--- src/wpsp_pkg.sv ---
// shared types and constants of the wav pcm16 mono stream parser
`default_nettype none

package wpsp_pkg;

    // chunk tags as they appear in the byte stream, first byte highest
    localparam logic [31:0] TAG_RIFF = 32'h5249_4646;
    localparam logic [31:0] TAG_WAVE = 32'h5741_5645;
    localparam logic [31:0] TAG_FMT  = 32'h666D_7420;
    localparam logic [31:0] TAG_DATA = 32'h6461_7461;

    // header sizes in bytes
    localparam int unsigned MIN_FILE_BYTES = 44;
    localparam int unsigned FMT_MIN_BYTES  = 16;
    localparam int unsigned FMT_BITS_OFS   = 14;

    // verdict status codes
    localparam logic [2:0] ST_OK        = 3'd0;
    localparam logic [2:0] ST_BAD_HDR   = 3'd1;
    localparam logic [2:0] ST_TRUNC     = 3'd2;
    localparam logic [2:0] ST_ZERO      = 3'd3;
    localparam logic [2:0] ST_UNSUPPORT = 3'd4;

    // result beat packing
    localparam int unsigned TDATA_W = 88;

    // event queue between front and back
    localparam int unsigned QDEPTH = 4;
    localparam int unsigned QAW    = $clog2(QDEPTH);
    localparam int unsigned QCW    = $clog2(QDEPTH + 1);

    // parser phases
    typedef enum logic [2:0] {
        PH_FILE,
        PH_HEAD,
        PH_BODY,
        PH_PAD,
        PH_STOP
    } phase_t;

    // kind of the chunk being walked
    typedef enum logic [1:0] {
        CL_OTHER,
        CL_FMT,
        CL_DATA
    } cls_t;

    // results caused by one input byte: a sample, a verdict, or both
    typedef struct packed {
        logic        has_smp;
        logic [15:0] smp;
        logic        cs;
        logic        has_vrd;
        logic [2:0]  status;
        logic [30:0] rate;
        logic [30:0] cnt;
    } ev_t;

endpackage

`default_nettype wire

--- src/wpsp_front.sv ---
// byte parser: walks the riff chunks and produces sample and verdict events
`default_nettype none

module wpsp_front
    import wpsp_pkg::*;
(
    input  wire logic       aclk,
    input  wire logic       aresetn,
    input  wire logic       in_valid,
    input  wire logic [7:0] in_data,
    input  wire logic       in_last,
    output logic            in_ready,
    output logic            ev_valid,
    output ev_t             ev,
    input  wire logic       ev_ready
);

    phase_t      phase_reg, phase_next;
    cls_t        class_reg, class_next;
    logic [5:0]  pos_reg, pos_next;
    logic [31:0] tag_reg, tag_next;
    logic [31:0] len_reg, len_next;
    logic [31:0] off_reg, off_next;
    logic [2:0]  hidx_reg, hidx_next;
    logic [15:0] fmt_reg, fmt_next;
    logic [15:0] chan_reg, chan_next;
    logic [31:0] rate_reg, rate_next;
    logic [15:0] bits_reg, bits_next;
    logic        have_fmt_reg, have_fmt_next;
    logic        have_data_reg, have_data_next;
    logic [31:0] dlen_reg, dlen_next;
    logic [7:0]  held_reg, held_next;
    logic        first_reg, first_next;
    logic [2:0]  err_reg, err_next;

    logic        accept;
    logic        fmt_cap;
    logic [31:0] off_inc;
    logic [2:0]  verdict;
    logic        cut;

    assign in_ready = ev_ready;
    assign accept   = in_valid && ev_ready;
    assign fmt_cap  = (class_reg == CL_FMT) && (len_reg[31:4] != 28'd0);
    assign off_inc  = off_reg + 32'd1;

    // state registers
    always_ff @(posedge aclk) begin
        if (!aresetn) begin
            phase_reg     <= PH_FILE;
            class_reg     <= CL_OTHER;
            pos_reg       <= '0;
            tag_reg       <= '0;
            len_reg       <= '0;
            off_reg       <= '0;
            hidx_reg      <= '0;
            fmt_reg       <= '0;
            chan_reg      <= '0;
            rate_reg      <= '0;
            bits_reg      <= '0;
            have_fmt_reg  <= 1'b0;
            have_data_reg <= 1'b0;
            dlen_reg      <= '0;
            held_reg      <= '0;
            first_reg     <= 1'b0;
            err_reg       <= ST_OK;
        end else begin
            phase_reg     <= phase_next;
            class_reg     <= class_next;
            pos_reg       <= pos_next;
            tag_reg       <= tag_next;
            len_reg       <= len_next;
            off_reg       <= off_next;
            hidx_reg      <= hidx_next;
            fmt_reg       <= fmt_next;
            chan_reg      <= chan_next;
            rate_reg      <= rate_next;
            bits_reg      <= bits_next;
            have_fmt_reg  <= have_fmt_next;
            have_data_reg <= have_data_next;
            dlen_reg      <= dlen_next;
            held_reg      <= held_next;
            first_reg     <= first_next;
            err_reg       <= err_next;
        end
    end

    // next state, events and verdict
    always_comb begin
        phase_next     = phase_reg;
        class_next     = class_reg;
        pos_next       = pos_reg;
        tag_next       = tag_reg;
        len_next       = len_reg;
        off_next       = off_reg;
        hidx_next      = hidx_reg;
        fmt_next       = fmt_reg;
        chan_next      = chan_reg;
        rate_next      = rate_reg;
        bits_next      = bits_reg;
        have_fmt_next  = have_fmt_reg;
        have_data_next = have_data_reg;
        dlen_next      = dlen_reg;
        held_next      = held_reg;
        first_next     = first_reg;
        err_next       = err_reg;
        ev             = '0;
        verdict        = ST_OK;
        cut            = 1'b0;

        if (accept) begin
            // byte position saturates at 63, above the minimum header size
            if (pos_reg != 6'h3F) pos_next = pos_reg + 6'd1;

            unique case (phase_reg)
                PH_FILE: begin
                    if (pos_reg < 6'd4 || (pos_reg >= 6'd8 && pos_reg < 6'd12)) begin
                        tag_next = {tag_reg[23:0], in_data};
                    end
                    if (pos_reg == 6'd3) begin
                        if (tag_next != TAG_RIFF) begin
                            err_next   = ST_BAD_HDR;
                            phase_next = PH_STOP;
                        end
                        tag_next = '0;
                    end else if (pos_reg == 6'd11) begin
                        if (tag_next != TAG_WAVE) begin
                            err_next   = ST_BAD_HDR;
                            phase_next = PH_STOP;
                        end else begin
                            phase_next = PH_HEAD;
                            hidx_next  = '0;
                            tag_next   = '0;
                            len_next   = '0;
                        end
                    end
                end
                PH_HEAD: begin
                    // four tag bytes, then a little-endian length
                    if (!hidx_reg[2]) begin
                        tag_next = {tag_reg[23:0], in_data};
                    end else begin
                        case (hidx_reg[1:0])
                            2'd0:    len_next[7:0]   = in_data;
                            2'd1:    len_next[15:8]  = in_data;
                            2'd2:    len_next[23:16] = in_data;
                            default: len_next[31:24] = in_data;
                        endcase
                    end
                    hidx_next = hidx_reg + 3'd1;
                    if (hidx_reg == 3'd7) begin
                        class_next = (tag_reg == TAG_DATA) ? CL_DATA :
                                     (tag_reg == TAG_FMT)  ? CL_FMT  : CL_OTHER;
                        if (len_next == 32'd0) begin
                            err_next   = ST_ZERO;
                            phase_next = PH_STOP;
                        end else begin
                            phase_next = PH_BODY;
                            off_next   = '0;
                            if (tag_reg == TAG_DATA) begin
                                have_data_next = 1'b1;
                                dlen_next      = '0;
                                first_next     = 1'b1;
                            end else if (tag_reg == TAG_FMT &&
                                         len_next >= 32'(FMT_MIN_BYTES)) begin
                                have_fmt_next = 1'b1;
                            end
                        end
                    end
                end
                PH_BODY: begin
                    // fmt fields from the first sixteen body bytes
                    if (fmt_cap && off_reg[31:4] == 28'd0) begin
                        case (off_reg[3:0])
                            4'd0:  fmt_next[7:0]    = in_data;
                            4'd1:  fmt_next[15:8]   = in_data;
                            4'd2:  chan_next[7:0]   = in_data;
                            4'd3:  chan_next[15:8]  = in_data;
                            4'd4:  rate_next[7:0]   = in_data;
                            4'd5:  rate_next[15:8]  = in_data;
                            4'd6:  rate_next[23:16] = in_data;
                            4'd7:  rate_next[31:24] = in_data;
                            4'd14: bits_next[7:0]   = in_data;
                            4'd15: bits_next[15:8]  = in_data;
                            default: ;
                        endcase
                    end else if (class_reg == CL_DATA) begin
                        // sample assembly, high byte completes a sample
                        if (dlen_reg != 32'hFFFF_FFFF) dlen_next = dlen_reg + 32'd1;
                        if (!off_reg[0]) begin
                            held_next = in_data;
                        end else begin
                            ev.has_smp = 1'b1;
                            ev.smp     = {in_data, held_reg};
                            ev.cs      = first_reg;
                            first_next = 1'b0;
                        end
                    end
                    off_next = off_inc;
                    if (off_inc == len_reg) begin
                        if (len_reg[0]) begin
                            phase_next = PH_PAD;
                        end else begin
                            phase_next = PH_HEAD;
                            hidx_next  = '0;
                            tag_next   = '0;
                            len_next   = '0;
                        end
                    end
                end
                PH_PAD: begin
                    phase_next = PH_HEAD;
                    hidx_next  = '0;
                    tag_next   = '0;
                    len_next   = '0;
                end
                PH_STOP: ;
                default: ;
            endcase

            // verdict on the final byte, then back to the reset state
            if (in_last) begin
                cut = (phase_next == PH_BODY);
                if (pos_next < 6'(MIN_FILE_BYTES)) begin
                    verdict = ST_BAD_HDR;
                end else if (err_next != ST_OK) begin
                    verdict = err_next;
                end else if (cut && class_next != CL_DATA) begin
                    verdict = ST_TRUNC;
                end else if (cut && dlen_next == 32'd0) begin
                    verdict = ST_ZERO;
                end else if (!have_fmt_next || !have_data_next || fmt_next != 16'd1 ||
                             chan_next != 16'd1 || bits_next != 16'd16 ||
                             rate_next == 32'd0 || rate_next[31] || dlen_next[0]) begin
                    verdict = ST_UNSUPPORT;
                end else begin
                    verdict = ST_OK;
                end
                ev.has_vrd = 1'b1;
                ev.status  = verdict;
                ev.rate    = (verdict == ST_OK) ? rate_next[30:0] : 31'd0;
                ev.cnt     = (verdict == ST_OK) ? dlen_next[31:1] : 31'd0;

                phase_next     = PH_FILE;
                class_next     = CL_OTHER;
                pos_next       = '0;
                tag_next       = '0;
                len_next       = '0;
                off_next       = '0;
                hidx_next      = '0;
                fmt_next       = '0;
                chan_next      = '0;
                rate_next      = '0;
                bits_next      = '0;
                have_fmt_next  = 1'b0;
                have_data_next = 1'b0;
                dlen_next      = '0;
                held_next      = '0;
                first_next     = 1'b0;
                err_next       = ST_OK;
            end
        end

        ev_valid = accept && (ev.has_smp || ev.has_vrd);
    end

endmodule

`default_nettype wire

--- src/wpsp_queue.sv ---
// short event queue that decouples the parser from the result port
`default_nettype none

module wpsp_queue
    import wpsp_pkg::*;
(
    input  wire logic aclk,
    input  wire logic aresetn,
    input  wire logic push,
    input  ev_t       push_data,
    output logic      not_full,
    output logic      q_valid,
    output ev_t       q_data,
    input  wire logic pop
);

    ev_t            mem_reg [QDEPTH];
    logic [QAW-1:0] wr_ptr_reg, wr_ptr_next;
    logic [QAW-1:0] rd_ptr_reg, rd_ptr_next;
    logic [QCW-1:0] count_reg, count_next;
    logic           do_push;
    logic           do_pop;

    assign not_full = (count_reg != QCW'(QDEPTH));
    assign q_valid  = (count_reg != '0);
    assign q_data   = mem_reg[rd_ptr_reg];
    assign do_push  = push && not_full;
    assign do_pop   = pop && q_valid;

    // pointer and fill count update
    always_comb begin
        wr_ptr_next = wr_ptr_reg;
        rd_ptr_next = rd_ptr_reg;
        count_next  = count_reg;
        if (do_push) begin
            wr_ptr_next = (wr_ptr_reg == QAW'(QDEPTH - 1)) ? '0 : wr_ptr_reg + 1'b1;
        end
        if (do_pop) begin
            rd_ptr_next = (rd_ptr_reg == QAW'(QDEPTH - 1)) ? '0 : rd_ptr_reg + 1'b1;
        end
        if (do_push && !do_pop) begin
            count_next = count_reg + 1'b1;
        end else if (do_pop && !do_push) begin
            count_next = count_reg - 1'b1;
        end
    end

    // control registers
    always_ff @(posedge aclk) begin
        if (!aresetn) begin
            wr_ptr_reg <= '0;
            rd_ptr_reg <= '0;
            count_reg  <= '0;
        end else begin
            wr_ptr_reg <= wr_ptr_next;
            rd_ptr_reg <= rd_ptr_next;
            count_reg  <= count_next;
        end
    end

    // entry storage
    always_ff @(posedge aclk) begin
        if (do_push) begin
            mem_reg[wr_ptr_reg] <= push_data;
        end
    end

    a_count_bound: assert property (@(posedge aclk) disable iff (!aresetn)
        count_reg <= QCW'(QDEPTH))
        else $error("event queue over its depth");

    a_push_grows: assert property (@(posedge aclk) disable iff (!aresetn)
        (do_push && !do_pop) |=> (count_reg == $past(count_reg) + 1'b1))
        else $error("event queue lost a push");

    a_no_push_full: assert property (@(posedge aclk) disable iff (!aresetn)
        push |-> not_full)
        else $error("parser pushed into a full event queue");

endmodule

`default_nettype wire

--- src/wpsp_back.sv ---
// result stage: turns queued events into result beats, one beat per cycle while m_ready is high
`default_nettype none

module wpsp_back
    import wpsp_pkg::*;
(
    input  wire logic         aclk,
    input  wire logic         aresetn,
    input  wire logic         q_valid,
    input  ev_t               q_data,
    output logic              q_pop,
    output logic              m_valid,
    input  wire logic         m_ready,
    output logic [TDATA_W-1:0] m_data,
    output logic              m_user,
    output logic              m_last
);

    ev_t  cur_reg, cur_next;
    logic out_valid_reg, out_valid_next;
    logic smp_done_reg, smp_done_next;
    logic smp_beat;
    logic beat_done;
    logic entry_done;
    logic load;

    assign smp_beat   = cur_reg.has_smp && !smp_done_reg;
    assign beat_done  = out_valid_reg && m_ready;
    assign entry_done = beat_done && !(smp_beat && cur_reg.has_vrd);
    assign load       = q_valid && (!out_valid_reg || entry_done);
    assign q_pop      = load;

    // output register control
    always_comb begin
        cur_next       = cur_reg;
        out_valid_next = out_valid_reg;
        smp_done_next  = smp_done_reg;
        if (load) begin
            cur_next       = q_data;
            out_valid_next = 1'b1;
            smp_done_next  = 1'b0;
        end else if (entry_done) begin
            out_valid_next = 1'b0;
        end else if (beat_done) begin
            smp_done_next = 1'b1;
        end
    end

    always_ff @(posedge aclk) begin
        if (!aresetn) begin
            out_valid_reg <= 1'b0;
            smp_done_reg  <= 1'b0;
        end else begin
            out_valid_reg <= out_valid_next;
            smp_done_reg  <= smp_done_next;
        end
    end

    always_ff @(posedge aclk) begin
        cur_reg <= cur_next;
    end

    // beat formatting
    always_comb begin
        m_data = '0;
        if (smp_beat) begin
            m_data[15:0] = cur_reg.smp;
            m_data[16]   = cur_reg.cs;
        end else begin
            m_data[19:17] = cur_reg.status;
            m_data[50:20] = cur_reg.rate;
            m_data[81:51] = cur_reg.cnt;
        end
    end

    assign m_valid = out_valid_reg;
    assign m_user  = !smp_beat;
    assign m_last  = !smp_beat;

endmodule

`default_nettype wire

--- src/wav_pcm16_mono_stream_parser.sv ---
// top level of the wav pcm16 mono stream parser
//
// input channel s_*: one byte of a wav file per beat, s_tlast on the last byte.
// result channel m_*: sample beats (m_tuser 0) carry a 16-bit little-endian
// pcm sample and a chunk start flag; the first sample of every data chunk has
// it set, so a consumer keeps only the samples after the last such flag.
// the verdict beat (m_tuser 1, m_tlast 1) ends each file with a status and,
// when the status is ok, the sample rate and sample count; on any other
// status the consumer drops the samples of that file.
// each result passes through the event queue and then the output register.
// throughput: one byte per cycle while the event queue has room; the result
// port moves one beat per cycle while m_tready is high, and the final byte
// may cause two beats, a sample and a verdict.
// a four entry event queue sits between the parser and the output register,
// so a stalled receiver fills the queue and s_tready drops only when it is
// full; no beat is lost or repeated.
// reset: aresetn low clears the parser to the start of a file and empties
// the queue and output register.
`default_nettype none

module wav_pcm16_mono_stream_parser
    import wpsp_pkg::*;
(
    input  wire logic               aclk,
    input  wire logic               aresetn,
    input  wire logic               s_tvalid,
    output logic                    s_tready,
    input  wire logic [7:0]         s_tdata,   // data_byte
    input  wire logic               s_tlast,   // final_byte
    output logic                    m_tvalid,
    input  wire logic               m_tready,
    // sample[15:0], chunk_start[16], status[19:17], rate[50:20],
    // sample_count[81:51], zero fill[87:82]
    output logic [TDATA_W-1:0]      m_tdata,
    output logic                    m_tuser,   // result_kind
    output logic                    m_tlast    // end_mark
);

    ev_t  ev;
    ev_t  q_data;
    logic ev_valid;
    logic not_full;
    logic q_valid;
    logic q_pop;

    // parser front end
    wpsp_front u_front (
        .aclk     (aclk),
        .aresetn  (aresetn),
        .in_valid (s_tvalid),
        .in_data  (s_tdata),
        .in_last  (s_tlast),
        .in_ready (s_tready),
        .ev_valid (ev_valid),
        .ev       (ev),
        .ev_ready (not_full)
    );

    // event queue
    wpsp_queue u_queue (
        .aclk      (aclk),
        .aresetn   (aresetn),
        .push      (ev_valid),
        .push_data (ev),
        .not_full  (not_full),
        .q_valid   (q_valid),
        .q_data    (q_data),
        .pop       (q_pop)
    );

    // result back end
    wpsp_back u_back (
        .aclk    (aclk),
        .aresetn (aresetn),
        .q_valid (q_valid),
        .q_data  (q_data),
        .q_pop   (q_pop),
        .m_valid (m_tvalid),
        .m_ready (m_tready),
        .m_data  (m_tdata),
        .m_user  (m_tuser),
        .m_last  (m_tlast)
    );

endmodule

`default_nettype wire
--- config.mk ---
export PLATFORM = sky130hd
export DESIGN_NAME = wav_pcm16_mono_stream_parser
export DESIGN_NICKNAME = d
export VERILOG_FILES = /design/src/wpsp_pkg.sv /design/src/wpsp_front.sv /design/src/wpsp_queue.sv /design/src/wpsp_back.sv /design/src/wav_pcm16_mono_stream_parser.sv
export SDC_FILE = /design/constraint.sdc
export NUM_CORES = 1
export LEC_CHECK = 0
export BUFFER_PORTS_ARGS = -buffer_cell sky130_fd_sc_hd__buf_4
export CAP_MARGIN = 25
export CORE_MARGIN = 4
export CORE_UTILIZATION = 35
export CTS_CLUSTER_SIZE = 20
export DETAILED_ROUTE_END_ITERATION = 8
export PLACE_DENSITY = 0.58
export REMOVE_ABC_BUFFERS = 1
export SLEW_MARGIN = 40
export SYNTH_ARGS = -nofsm -noshare
export SYNTH_HDL_FRONTEND = slang
export SYNTH_SLANG_ARGS = --single-unit
--- constraint.sdc ---
create_clock -name aclk -period 14.5 [get_ports aclk]
set_input_delay 2.9 -clock aclk [delete_from_list [all_inputs] [get_ports aclk]]
set_output_delay 2.9 -clock aclk [all_outputs]
set_load 0.1 [all_outputs]
# After elaboration in Yosys (flattened, before gate mapping)
# Memories as Yosys holds them, arrays and structs flattened. A register that Yosys moved wholly into a read port is not among the register bits.
# Index checks and enable logic that the tools add are counted.
[classes] bitwise=2 reduce_logical=61 magnitude_cmp=5 addsub=8 muxes=151 eq_ne=48
[ops] operator="$mux 32" count=34
[ops] operator="$pmux 32 s4" count=2
[ops] operator="$mux 16" count=12
[ops] operator="$mux 8" count=19
[ops] operator="$pmux 32 s2" count=2
[ops] operator="$logic_not 32->1" count=3
[ops] operator="$mux 3" count=32
[ops] operator="$mux 84" count=1
[ops] operator="$mux 18" count=4
[ops] operator="$mux 66" count=1
[ops] operator="$mux 65" count=1
[ops] operator="$add 32x1->32 const B" count=2
[ops] operator="$eq 32x31->1 const B" count=2
[ops] operator="$ne 32x31->1 const B" count=2
[ops] operator="$mux 31" count=2
[ops] operator="$eq 32x32->1" count=1
[ops] operator="$ge 32x5->1 const B" count=1
[ops] operator="$ne 16x1->1 const B" count=2
[ops] operator="$ne 32x32->1 const B" count=1
[ops] operator="$logic_not 28->1" count=1
[ops] operator="$reduce_bool 28->1" count=1
[ops] operator="$mux 1" count=25
[ops] operator="$pmux 3 s4" count=2
[ops] operator="$ne 3x3->1 const B" count=7
[ops] operator="46 further kinds" count=115
[totals] output_inout_bits=92 in_bits=13 word_cells=299 ramBits=336 register_bits=245 n_memories=1
[memory_table] name="u_queue.mem_reg" words=4 width=84 rd=1 rd_ports_with_merged_regs=1 wr=1 line="wpsp_queue.sv:17" text="ev_t mem_reg [QDEPTH];"

# Logic depth before layout (Yosys ltp)
[depth] word_depth=40 mapped_depth=17

# Modules after synthesis
# From an unflattened synthesis, not the netlist that was laid out.
[hier_totals] cells_unflattened=2878 area_unflattened_um2=32568.7
[modules_own_cells] module="wpsp_front" instances=1 cells_per_inst=2195 seq_area_each_um2=4724.5 area_per_inst_um2=16704.8
[modules_own_cells] module="wpsp_queue" instances=1 cells_per_inst=489 seq_area_each_um2=10269.8 area_per_inst_um2=12597.1
[modules_own_cells] module="wpsp_back" instances=1 cells_per_inst=194 seq_area_each_um2=2562.5 area_per_inst_um2=3266.9

# Worst setup path before layout
# OpenSTA, ideal clock, no wires.
[synth_timing] path_kind="input-to-reg" start="input m_tready" end="register u_queue.count_reg[2]" arrival_time_ps=8829 path_slack_ps=5596 path_stages=9 path_buffers=0 cell_sequence="nand2_1 a21oi_1 inv_1 ha_1 inv_1 fa_1 xor2_1 or3_1 a21boi_0"
[synth_via] elab_chain_len=8
[synth_rtl] item="start, declared" line="wav_pcm16_mono_stream_parser.sv:31" text="input wire logic m_tready,"
[synth_rtl] item="$logic_and 1x1->1 *" line="wpsp_back.sv:28" text="assign beat_done = out_valid_reg && m_ready;"
[synth_rtl] item="$logic_and 1x1->1 *" line="wpsp_back.sv:29" text="assign entry_done = beat_done && !(smp_beat && cur_reg.has_vrd);"
[synth_rtl] item="$logic_or 1x1->1 *" line="wpsp_back.sv:30" text="assign load = q_valid && (!out_valid_reg || entry_done);"
[synth_rtl] item="$logic_and 1x1->1 *" line="wpsp_back.sv:30"
[synth_rtl] item="named net q_pop" line="wav_pcm16_mono_stream_parser.sv:44" text="logic q_pop;"
[synth_rtl] item="$logic_and 1x1->1 *" line="wpsp_queue.sv:28" text="assign do_pop = pop && q_valid;"
[synth_rtl] item="$logic_not 1->1" line="wpsp_queue.sv:41" text="if (do_push && !do_pop) begin"
[synth_rtl] item="$logic_and 1x1->1" line="wpsp_queue.sv:41"
[synth_rtl] item="$mux 3 / $reduce_bool 2->1 (equally long branches)"
[synth_rtl] item="end signal, assigned" line="wpsp_queue.sv:57" text="count_reg <= count_next;"
[synth_rtl] item="end, declared" line="wpsp_queue.sv:20" text="logic [QCW-1:0] count_reg, count_next;"
# The timed path passes the listed nets; every way through them passes the cells marked *.
# A chain may end at the register's enable or synchronous reset.

==> results.txt <==
Seq/Total Area, Yosys - 55.3%
Core ar. - 89900 sq um
Worst hold path depth - 2
Ports - 105
Largest net degree at the start of global routing - 95
Yosys warnings - 0
Flop and latch count out of synthesis - 665
Reg2Reg Launch Point - u_front.off_reg[0]$_SDFFE_PN0P_
Minimum clock period after layout - 7.25 ns
Max Fclk - 0.138 GHz
Clock Tree Buf Depth - 3
Skew final - 0.0321 ns
Reg2Reg Depth - 13
Post-DP HPWL - 54300 um
Layout cells sized above 1 - 14.3%
Synth unique cells - 80
Cell Rows - 110
Register area - 17500 sq um
Post-synth top area cell - edfxtp_1
Die Height - 309 um
IO Port Bufs - 98
Post-synthesis mux area share - 7.28%
Commonest non-fill, non-tap cells in the layout - edfxtp_1, nand2_1, dfxtp_1
Crit path from - s_tdata[0]
Final Setup Violations - 0
Area Overhead vs Synth - 13.7%
Initial drt markers - 2120
Ys async rst share - 0%
Fill cells - 8669
Multi-input gate area - 13300 sq um
PostCTS Resize Cnt - 0
Synth Cell Area - 31700 sq um
Die Area - 95400 sq um
Final Max Slew Viols - 0
CP startpoint kind - primary input
Fin nets - 2857
Cells after Synth - 2823
Vias in the first global route - 21.9k
WP data required - 14.81 ns
Via count - 22.6k
CP max FO - 46
Net Sw Power - 2270 uW
Max reg flops - 336
Gate power share - 30.5%
Final Util - 40.1%
DRT Pass-1 Iters - 5
Post-synth EDFFs - 420
Leakage - 0.0115 uW
DRC - 0
Max Cap Violations - 0
Synth top area cells - edfxtp_1, dfxtp_1, mux4_2
CTS tree - done
Worst slew margin - 47.9%
Total congestion overflow - 0
WL/cell - 21.0 um
Antenna cells - 0
Setup Fix Bufs, Post-CTS - 0
DIE WIDTH - 309 um
Setup CP Type - primary input to register
Int Power - 3810 uW
Final Hold Viols - 0
Clock root buffer - clkbuf_16
Commonest non-fill, non-tap cell in the layout - edfxtp_1
CTS Sinks - 665
Post-Synth XOR/XNOR Area - 1.71%
Skew-Pair Late Insertion Delay - 0.64 ns
Clock share of power - 31.2%
Vias per cell - 5.57
Synth Area in Adders - 0.814%
Prevailing post-synth register cell - edfxtp_1
Clock transition at the registers of the reported paths - 0.06 ns
Min Hold Slack - 0.486 ns
Pwr/cell area - 169 nW/um^2
Least-Margin Pin Slew - 0.779 ns
Routability Congestion - 0.937
Setup TNS - 0 ns
Sequential share of power - 38.2%
Synth Area in Simple Gates - 20.0%
Worst Setup End Kind - register
CP arrival - 7.56 ns
Antenna Nets Post-Route - 0
Hold Crit Start - u_front.tag_reg[27]$_SDFFE_PN0P_
RSZ-0062 raised after global routing - false
Initial Utilization - 35.2%
Synth Area per Inst - 11.2 sq um
Worst vdd ir - 0.136 mV
Largest family of logic cells by synthesized area - simple AND/OR/NAND/NOR gates
Type of the worst min-delay path - register to register
Synth Area in Compound Gates - 11.6%
Total GRT Usage - 17.6%
Final Cycle Share - 50.0%
Antenna violations before repair - 4
WL final - 85100 um
TritonCTS Buffers - 73
Status - finished, final reports clean
Top-area cell type share of the netlist area - 39.8%
H-tree depth - 3
Switching share of power - 37.4%
Hold-fix buffers, CTS - 0
First-pass GRT wire length - 132000 um
synth_stat cells (57+ instances only):
master / count
o21ai_0: 121
nand2_1: 298
and2_1: 169
nor2b_1: 134
edfxtp_1: 420
dfxtp_1: 245
nand3_1: 57
a22oi_1: 80
nor3_1: 96
a21oi_1: 123
nor2_1: 115
mux4_2: 84
nor4_1: 58
clkbuf_1: 160
area by class of cell:
type	count	share of cell area, %
timing repair buffer	140	3.06
multi-input combinational	1916	37.0
inverter	28	0.299
clock inverter	30	1.12
tap	1176	4.09
clock buffer	103	5.78
sequential	665	48.7
routing by layer:
layer / part of all wire [%] / routed length [um] / global-route usage, %
met1: 45 / 38300 / 24.9
met2: 47 / 39600 / 28.2
met3: 6.3 / 5340 / 2.91
met4: 2.1 / 1800 / 4.86
met5: 0.015 / 13 / 0
power by group through the flow:
stage	logic [uW]	registers [uW]	clock network (uW)
after floorplan	1430	2400	0
after global placement	1850	2380	0
after detailed placement	1880	2370	0
after CTS	1880	2330	1940
after global routing	1950	2350	2030
final	1860	2330	1900
path summary, 6_finish.rpt:
check	endpoint	slack, ns
setup / recovery	u_queue.mem_reg[2][57]$_DFFE_PP_	7.25
hold / removal	u_front.tag_reg[27]$_SDFFE_PN0P_	0.49
setup reg to reg	u_queue.mem_reg[2][57]$_DFFE_PP_	8.00
hold reg to reg	u_front.tag_reg[27]$_SDFFE_PN0P_	0.49
logic make-up (layout without fill, tap and decap cells):
family,after synthesis,in the layout
and+or+nand+nor,1150,1150
muxes,125,125
other,1,6
adders and majority gates,20,20
AOI/OAI and AO/OA,553,553
DFF,665,665
xor gates and xnor gates,62,62
buffers and inverters,247,301
worst max-delay path, cell delays in order:
cell and delay [ns]:
buf_4 0.22, or4_1 0.61, or4b_1 0.48, a22oi_1 0.19, nand3_1 0.17, or2_0 0.49, a21oi_1 0.36, nand4b_1 0.22
nor4_1 0.08, nand3_1 0.17, and4_2 0.66, buf_4 0.70, nor3_1 0.22
stage by stage:
| stage | total power, uW | setup WS, ns | instances | instance area, sq um |
|---|---|---|---|---|
| 2_1_floorplan | 3830 | 5.60 | 2609 | 30800 |
| 5_1_grt | 6320 | 6.89 | 4058 | 36000 |
| 3_3_place_gp | 4240 | 6.65 | 3923 | 33400 |
| 6_report | 6080 | 7.25 | 4058 | 36000 |
| 4_1_cts | 6160 | 7.31 | 4057 | 36000 |
| 3_5_place_dp | 4250 | 6.62 | 3924 | 33500 |
(Power assumes the default switching activity.)
